===== src/design/sitda_pkg.sv =====
package sitda_pkg;

    // Number of decimal digits needed for a 32-bit magnitude.
    localparam int NUM_DIGITS   = 10;
    localparam int BIN_W        = 32;
    localparam int BCD_W        = 4 * NUM_DIGITS;
    localparam int CNT_W        = 4;

    // Conversion stages; each one shifts a fixed slice of the binary word.
    localparam int NUM_STG      = 4;
    localparam int BITS_PER_STG = BIN_W / NUM_STG;

    // Character codes.
    localparam logic [5:0] CH_ZERO  = 6'd48;
    localparam logic [5:0] CH_MINUS = 6'd45;

    // Word traveling through the conversion pipeline.
    typedef struct packed {
        logic             neg;
        logic [BCD_W-1:0] bcd;
        logic [BIN_W-1:0] bin;
    } t_conv;

endpackage


===== src/design/sitda_in_if.sv =====
interface sitda_in_if;
    logic        valid;
    logic        ready;
    logic [31:0] value;

    modport source (output valid, output value, input ready);
    modport sink   (input valid, input value, output ready);
endinterface


===== src/design/sitda_out_if.sv =====
interface sitda_out_if;
    logic       valid;
    logic       ready;
    logic [5:0] character;
    logic       last;

    modport source (output valid, output character, output last, input ready);
    modport sink   (input valid, input character, input last, output ready);
endinterface


===== src/design/signed_int_to_decimal_ascii.sv =====
// An input transfer goes through the input register, the conversion stages and the
// serializer to the output. The serializer sends digits plus a minus sign (1 to 11),
// one character per transfer, and takes the next item with the current item's last character.
// The five conversion registers ahead of it keep taking items while it drains.
// Reset (synchronous, active low) clears all valid bits and the serializer state.
module signed_int_to_decimal_ascii (
    input  logic        i_clk,
    input  logic        i_rst_n,
    sitda_in_if.sink    i_in,
    sitda_out_if.source o_out
);
    import sitda_pkg::*;

    logic [NUM_STG:0] v;
    logic [NUM_STG:0] rdy;
    t_conv            d [NUM_STG+1];

    logic             r0_valid;
    t_conv            r0_data;
    logic [BIN_W-1:0] n_mag;

    // Magnitude in unsigned arithmetic, so the most negative value is exact.
    assign n_mag = i_in.value[BIN_W-1] ? (BIN_W'(0) - i_in.value) : i_in.value;

    assign i_in.ready = !r0_valid || rdy[0];
    assign v[0]       = r0_valid;
    assign d[0]       = r0_data;

    always_ff @(posedge i_clk) begin
        if (!i_rst_n) begin
            r0_valid <= 1'b0;
        end else if (i_in.ready) begin
            r0_valid <= i_in.valid;
        end
    end

    always_ff @(posedge i_clk) begin
        if (i_in.ready && i_in.valid) begin
            r0_data.neg <= i_in.value[BIN_W-1];
            r0_data.bcd <= '0;
            r0_data.bin <= n_mag;
        end
    end

    // Binary to BCD conversion, one slice of the word per stage.
    for (genvar k = 0; k < NUM_STG; k++) begin : g_stg
        sitda_dabble u_dab (
            .i_clk   (i_clk),
            .i_rst_n (i_rst_n),
            .i_valid (v[k]),
            .i_data  (d[k]),
            .o_ready (rdy[k]),
            .o_valid (v[k+1]),
            .o_data  (d[k+1]),
            .i_ready (rdy[k+1])
        );
    end

    // Character serializer.
    sitda_ser u_ser (
        .i_clk   (i_clk),
        .i_rst_n (i_rst_n),
        .i_valid (v[NUM_STG]),
        .i_data  (d[NUM_STG]),
        .o_ready (rdy[NUM_STG]),
        .o_out   (o_out)
    );

    // Only a minus sign or a decimal digit ever leaves.
    a_char_range: assert property (@(posedge i_clk) disable iff (!i_rst_n)
        o_out.valid |-> (o_out.character == CH_MINUS) ||
                        ((o_out.character >= CH_ZERO) && (o_out.character <= 6'd57)))
        else $error("character out of range");

    // A minus sign is never the final character.
    a_minus_not_last: assert property (@(posedge i_clk) disable iff (!i_rst_n)
        (o_out.valid && (o_out.character == CH_MINUS)) |-> !o_out.last)
        else $error("minus sign flagged last");

    // Once a number has started, its text continues until the last flag.
    a_text_continues: assert property (@(posedge i_clk) disable iff (!i_rst_n)
        (o_out.valid && o_out.ready && !o_out.last) |=> o_out.valid)
        else $error("text ended without last flag");

    // A stalled first stage keeps its item.
    a_stage0_hold: assert property (@(posedge i_clk) disable iff (!i_rst_n)
        (r0_valid && !rdy[0]) |=> (r0_valid && $stable(r0_data)))
        else $error("first stage lost an item under stall");

endmodule


===== src/design/sitda_dabble.sv =====
module sitda_dabble (
    input  logic            i_clk,
    input  logic            i_rst_n,
    input  logic            i_valid,
    input  sitda_pkg::t_conv i_data,
    output logic            o_ready,
    output logic            o_valid,
    output sitda_pkg::t_conv o_data,
    input  logic            i_ready
);
    import sitda_pkg::*;

    logic  r_valid;
    t_conv r_data;
    t_conv n_data;

    assign o_ready = !r_valid || i_ready;
    assign o_valid = r_valid;
    assign o_data  = r_data;

    // Shift-and-add-3 over this stage's slice of the binary word.
    always_comb begin
        logic [BCD_W+BIN_W-1:0] acc;
        acc = {i_data.bcd, i_data.bin};
        for (int s = 0; s < BITS_PER_STG; s++) begin
            for (int j = 0; j < NUM_DIGITS; j++) begin
                if (acc[BIN_W + 4*j +: 4] >= 4'd5) begin
                    acc[BIN_W + 4*j +: 4] = acc[BIN_W + 4*j +: 4] + 4'd3;
                end
            end
            acc = acc << 1;
        end
        n_data.neg = i_data.neg;
        n_data.bcd = acc[BIN_W +: BCD_W];
        n_data.bin = acc[BIN_W-1:0];
    end

    // Valid bit of the stage register.
    always_ff @(posedge i_clk) begin
        if (!i_rst_n) begin
            r_valid <= 1'b0;
        end else if (o_ready) begin
            r_valid <= i_valid;
        end
    end

    // Payload register.
    always_ff @(posedge i_clk) begin
        if (o_ready && i_valid) begin
            r_data <= n_data;
        end
    end

endmodule


===== src/design/sitda_ser.sv =====
module sitda_ser (
    input  logic             i_clk,
    input  logic             i_rst_n,
    input  logic             i_valid,
    input  sitda_pkg::t_conv i_data,
    output logic             o_ready,
    sitda_out_if.source      o_out
);
    import sitda_pkg::*;

    logic             r_busy;
    logic             r_minus;
    logic [BCD_W-1:0] r_digits;
    logic [CNT_W-1:0] r_cnt;

    logic [CNT_W-1:0] n_nd;
    logic [5:0]       n_sh;
    logic             last_w;
    logic             xfer;
    logic             load;

    // Count significant digits; zero still gives one digit.
    always_comb begin
        n_nd = CNT_W'(1);
        for (int k = 0; k < NUM_DIGITS; k++) begin
            if (i_data.bcd[4*k +: 4] != 4'd0) begin
                n_nd = CNT_W'(k + 1);
            end
        end
        n_sh = {2'b00, CNT_W'(NUM_DIGITS) - n_nd} << 2;
    end

    assign last_w  = !r_minus && (r_cnt == CNT_W'(1));
    assign xfer    = r_busy && o_out.ready;
    assign o_ready = !r_busy || (xfer && last_w);
    assign load    = o_ready && i_valid;

    // Output comes straight from the character registers.
    assign o_out.valid     = r_busy;
    assign o_out.last      = last_w;
    assign o_out.character = r_minus ? CH_MINUS : (CH_ZERO + {2'b00, r_digits[BCD_W-1 -: 4]});

    // Control state.
    always_ff @(posedge i_clk) begin
        if (!i_rst_n) begin
            r_busy  <= 1'b0;
            r_minus <= 1'b0;
            r_cnt   <= '0;
        end else if (load) begin
            r_busy  <= 1'b1;
            r_minus <= i_data.neg;
            r_cnt   <= n_nd;
        end else if (xfer) begin
            if (last_w) begin
                r_busy <= 1'b0;
            end
            if (r_minus) begin
                r_minus <= 1'b0;
            end else begin
                r_cnt <= r_cnt - CNT_W'(1);
            end
        end
    end

    // Digits are left justified on load and shifted out one per transfer.
    always_ff @(posedge i_clk) begin
        if (load) begin
            r_digits <= i_data.bcd << n_sh;
        end else if (xfer && !r_minus) begin
            r_digits <= r_digits << 4;
        end
    end

endmodule


===== src/flat_wrapper.sv =====
// flat-port wrapper written by rule: the top's interface ports become plain ports
module signed_int_to_decimal_ascii_flat import sitda_pkg::*;
  (i_clk, i_rst_n, i_in_valid, i_in_value, i_in_ready, o_out_valid, o_out_character, o_out_last, o_out_ready);
  sitda_in_if i_in_i ();
  sitda_out_if o_out_i ();
  input  logic i_clk;
  input  logic i_rst_n;
  input wire logic [$bits(i_in_i.valid)-1:0] i_in_valid;
  input wire logic [$bits(i_in_i.value)-1:0] i_in_value;
  output wire logic [$bits(i_in_i.ready)-1:0] i_in_ready;
  output wire logic [$bits(o_out_i.valid)-1:0] o_out_valid;
  output wire logic [$bits(o_out_i.character)-1:0] o_out_character;
  output wire logic [$bits(o_out_i.last)-1:0] o_out_last;
  input wire logic [$bits(o_out_i.ready)-1:0] o_out_ready;
  assign i_in_i.valid = i_in_valid;
  assign i_in_i.value = i_in_value;
  assign i_in_ready = i_in_i.ready;
  assign o_out_valid = o_out_i.valid;
  assign o_out_character = o_out_i.character;
  assign o_out_last = o_out_i.last;
  assign o_out_i.ready = o_out_ready;
  signed_int_to_decimal_ascii u_core (.i_clk(i_clk), .i_rst_n(i_rst_n), .i_in(i_in_i), .o_out(o_out_i));
endmodule

===== config.mk =====
export PLATFORM = sky130hd
export DESIGN_NAME = signed_int_to_decimal_ascii_flat
export DESIGN_NICKNAME = d
export VERILOG_FILES = /design/src/design/sitda_pkg.sv /design/src/design/sitda_in_if.sv /design/src/design/sitda_out_if.sv /design/src/design/signed_int_to_decimal_ascii.sv /design/src/design/sitda_dabble.sv /design/src/design/sitda_ser.sv /design/src/flat_wrapper.sv
export SDC_FILE = /design/constraint.sdc
export NUM_CORES = 1
export LEC_CHECK = 0
export BUFFER_PORTS_ARGS = -buffer_cell sky130_fd_sc_hd__buf_2
export CAP_MARGIN = 20
export CORE_MARGIN = 2
export CORE_UTILIZATION = 60
export DETAILED_ROUTE_END_ITERATION = 6
export PLACE_DENSITY = 0.77
export SETUP_SLACK_MARGIN = 0.5
export SYNTH_ARGS = -nofsm -noshare
export SYNTH_HDL_FRONTEND = slang
export SYNTH_SLANG_ARGS = --single-unit

===== constraint.sdc =====
create_clock -name i_clk -period 12.3 [get_ports i_clk]
set_input_delay 0 -clock i_clk [delete_from_list [all_inputs] [get_ports i_clk]]
set_output_delay 0 -clock i_clk [all_outputs]
set_load 0.05 [all_outputs]

# Word level (Yosys, flattened, before mapping)
# Index checks and enable logic that the tools add are counted.
# op_classes
add_sub_neg,269
order_cmp,265
n_eq_ne,2
n_shift,1
mux,286
n_reduce_logical,37
# ops
cell,n
">= comparator 4 x 3 -> 1 bit, second input constant",255
two-way mux 4 bit,243
"adder 4 x 2 -> 4 bit, second input constant",234
two-way mux 3 bit,31
two-way mux 40 bit,2
"adder 3 x 2 -> 3 bit, second input constant",21
left shift 40 x 6 -> 40 bit,1
nonzero test 4 bit,9
"subtractor 1 x 32 -> 32 bit, first input constant",1
two-way mux 31 bit,1
"adder 1 x 2 -> 3 bit, both inputs constant",9
">= comparator 1 x 3 -> 1 bit, both inputs constant",9
logical AND 1 bit,10
zero test 1 bit,7
"adder 5 x 5 -> 6 bit, first input constant",1
logical OR 1 bit,6
two-way mux 1 bit,6
two-way mux 6 bit,1
nonzero test 2 bit,3
"== test 4 x 1 -> 1 bit, second input constant",1
two-way mux 2 bit,2
AND reduction 2 bit,2
"subtractor 4 x 1 -> 4 bit, second input constant",1
"subtractor 4 bit, first input constant",1
3 further kinds,3
# totals
regBits,284
out_inout_bits,9
elab_cells,884

# Longest topological paths before layout
# logic_depth
depth_word,16
depth_mapped,39
depth_no_buf,39

# Cells and area by module
# From an unflattened synthesis, not the netlist that was laid out.
# hier_totals
hier_cells,7624
hier_area_um2,58094.5
# modules_own_cells
mod,instances,cells_each,area_each_um2,seq_area_each_um2
sitda_dabble,4,1792,13230.2,1971.9
sitda_ser,1,320,3365.7,1321.3
signed_int_to_decimal_ascii,1,136,1808.0,1011.0

# Worst setup path after synthesis
# Ideal clock, no wire load.
# synth_path
kind,register -> register
start,"register u_core.g_stg[1].u_dab.r_data, in the netlist u_core.g_stg[1].u_dab.o_data[40]"
end,"register u_core.g_stg[2].u_dab.r_data, in the netlist u_core.g_stg[2].u_dab.o_data[54] (data pin)"
t_arrival_ns,6.514
t_required_ns,12.038
path_slack_ns,5.524
stages_incl_launch_ff,36
path_buffers,3
synth_period_minus_slack_ns,6.776
cell_sequence,edfxtp_1 > inv_1 > ha_1 > nor2b_1 > or3_1 > nand2_1 > ha_1 > o21bai_1 > a211o_1 > and2_1 > inv_1 > ha_1 > or3_1 > a311o_1 > and2_1 > buf_6 > a21oi_1 > or2_0 > inv_1 > ha_1 > a211o_1 > nand3_1 > o2bb2a_2 > and4_4 > a2111oi_4 > buf_2 > ha_1 > o22ai_1 > o21ai_0 > a221o_1 > a22o_1 > clkbuf_1 > nor3_1 > mux2i_1 > o211a_1 > o21ai_1
# synth_rtl
item,line,source
"start, declared",sitda_dabble.sv:14,t_conv r_data;
"start signal, assigned",sitda_dabble.sv:50,r_data <= n_data;
"end signal, assigned",sitda_dabble.sv:50,
"end, declared",sitda_dabble.sv:14,

==> flow_summary.yaml <==
outcome:
  outcome: "complete, but fails checks"
  violations: "DRC"
synth:
  synth_top_flop_cell: "edfxtp_1"
  syn_nets: 3633
  yosys-top-cells-count: "361 x nand2_1, 276 x nor2_1, 241 x o21ai_0"
  yosysTopAreaCell: "edfxtp_1"
  syn_area_um2: 28420
  synthesis.instances: 3451
  yosys_warnings: 0
  syn_avg_cell_area_um2: 8.237
  synth_seq_cells: 238
  synth_enable_flop_cells: 227
  synthArstFlopShare_pct: 0
  synth_area_leaders: "edfxtp_1 24%, ha_1 6.4%, mux2i_1 5.1%, nand2_1 4.8%, o21ai_0 4.2%"
  synth_top_area_share_pct: 23.98
  synth_most_common_cell: "nand2_1"
  ys_types: 145
  yosysSeqAreaShare_pct: 24.76
place:
  placement.io_buffers: 43
  gp_congestion: 0.8682
  place_area_um2: 29060
  dp.cells: 4002
  dpl.hpwl_um: 46730
setup_path:
  critical_path.slowest_cell: "a2111oi_4"
  worstSetupEndpointType: "flop"
  cp.arrival_ns: 8.33
  worst-path-buf-inv: 3
  worstSetupPathType: "reg -> reg"
  worst-path-max-fanout: 15
  cpMostUsedCell: "ha_1"
  required_ns: 12.73
  setup.worst_path.start_class: "flop"
  cpPeakStageDelay_ns: 0.80
  critical_path.top_delay_family: "compound AO/OA/AOI/OAI gates"
cts:
  post-cts-setup-buffer-count: 0
  clock-sinks: 238
  htreeDepth: 1
  cts_resized: 0
  clk_pin_slew_worst_paths_ns: 0.06
  cts_buffers: 30
  cts_tree: "yes"
  clk-insertion-delay-late_ns: 0.58
  cts_root_buf: "clkbuf_16"
  clk_path_buf_depth: 3
grt:
  grt_pass1_wl_um: 108700
  antenna_found_initial: 1
  grtUsageTotal_pct: 24.85
  grt_pass1_vias: 24320
  grt_max_degree: 49
  overflow: 0
floorplanning:
  die_y_um: 221.7
  io_pins: 45
  coreArea_um2: 46650
  num_rows: 79
  initial_core_util_pct: 60.93
  die_area_um2: 49130
  die_w_um: 221.7
timing:
  clock.fmax_mhz: 126.6
  tightest_slew_ns: 1.047
  finalCritPeriodShare_pct: 64.23
  slew_headroom_pct: 29.70
  slew_violations: 0
  skew_ns: 0.02447
  period_needed_ns: 7.900
  holdWs_ns: 0.2212
  hold_violations: 0
  rsz0062_at_grt: "false"
  tns_ns: 0
  setup_violations: 0
route:
  routedWlPerCell_um: 15.51
  drc: 1
  drtAntennaViolNets: 0
  wl_um: 63940
  viasPerCell: 6.315
  first_pass_iters: 7
  drt_iter0_markers: 1701
  via_count: 26040
layout:
  fin_area_um2: 30810
  fin_nets: 3673
  multiInputGateArea_um2: 20200
  synthToLayoutAreaGrowth_pct: 8.381
  final_cells: 4123
  drive_above_1_share_pct: 11.18
  seq_area_um2: 7037
  fill_cells: 3658
job:
  maxCapViolCount: 0
worst_hold_path:
  hp-class: "in -> reg"
==> worst paths after layout <==
kind / startpoint / endpoint / slack [ns] / depth (start not counted)
max reg2reg: u_core.g_stg[1].u_dab.o_data[48]$_DFFE_PP_ / u_core.g_stg[2].u_dab.o_data[55]$_DFFE_PP_ / 4.40 / 34
min: i_in_value[0] / u_core.d[292]$_DFFE_PP_ / 0.22 / 2
max: u_core.g_stg[1].u_dab.o_data[48]$_DFFE_PP_ / u_core.g_stg[2].u_dab.o_data[55]$_DFFE_PP_ / 4.40 / 34
min reg2reg: u_core.g_stg[1].u_dab.o_data[20]$_DFFE_PP_ / u_core.g_stg[2].u_dab.o_data[28]$_DFFE_PP_ / 0.41 / 0
==> repair_timing <==
item,CTS,global route
setup endpoints to repair,0,0
hold buffers,56,0
endpoints found under the hold margin,50,0
==> flip-flops by register name (all words and copies together) (netlist names) <==
name and flops:
u_core.u_ser.r_cnt 4, u_core.g_stg.u_dab.o_valid 4, u_core.u_ser.o_out.valid 1, u_core.u_ser.r_minus 1
u_core.u_ser.r_digits 40, u_core.r0_valid 1, u_core.g_stg.u_dab.o_data 154, u_core.d 33
==> routing by layer <==
metal  GRT usage (%)  vias up  wire length [um]
met3           2.346       86              2195
met1           31.18    12280             28560
met4           5.798        0              1076
met2           45.90      570             32100
met5               0        -                 0
li1                -    13110                 -
==> per-stage QoR <==
stage	setup WS [ns]	utilization, %
final	4.400	66.03
after global routing	3.654	66.03
after floorplan	5.524	-
after detailed placement	4.530	62.29
after global placement	4.916	62.29
after CTS	4.499	65.80
==> cell families (layout without fill, tap and decap cells) <==
kind of cell | count (synthesis) | count (layout) | share of synthesized area [%]
AOI/OAI and AO/OA | 1211 | 1211 | 30.35
buffers and inverters | 316 | 380 | 4.459
xor gates and xnor gates | 141 | 141 | 4.974
adders and majority gates | 151 | 151 | 6.607
muxes | 226 | 226 | 8.636
DFF | 238 | 238 | 24.76
other | 1 | 2 | 0.01319
and+or+nand+nor | 1167 | 1167 | 20.20
==> cell usage in the layout, fill, tap and decap left out, types with 25 or more instances in the layout <==
| cell type | n |
|---|---|
| and3_1 | 31 |
| mux2_2 | 64 |
| a21o_1 | 30 |
| nand2_1 | 361 |
| o211ai_1 | 49 |
| nor2b_1 | 48 |
| o21ai_1 | 58 |
| or2_2 | 35 |
| dlygate4sd3_1 | 56 |
| nor2_1 | 276 |
| o21a_1 | 52 |
| xnor2_1 | 97 |
| a21oi_1 | 223 |
| ha_1 | 146 |
| o21bai_1 | 31 |
| edfxtp_1 | 227 |
| a211oi_1 | 46 |
| buf_2 | 44 |
| nor3_1 | 66 |
| o21ai_0 | 241 |
| and2_1 | 45 |
| clkbuf_16 | 31 |
| mux2i_1 | 146 |
| nand2b_1 | 79 |
| or3_1 | 25 |
| xor2_1 | 27 |
| inv_1 | 193 |
| o22ai_1 | 40 |
| a31oi_1 | 34 |
| o31ai_1 | 27 |
| nand3_1 | 75 |
| a211o_1 | 25 |
==> area by class of cell <==
class | count | area share, %
Multi-Input combinational cell | 2897 | 65.58
Sequential cell | 238 | 22.84
Timing Repair Buffer | 116 | 3.087
Clock buffer | 36 | 2.676
Inverter | 208 | 2.534
Tap cell | 607 | 2.465
Clock inverter | 20 | 0.8082
Antenna cell | 1 | 0.008123
Power is left out: the tool's default activity adds up to more than one toggle a clock period on the data nets, which glitch-free logic cannot reach.
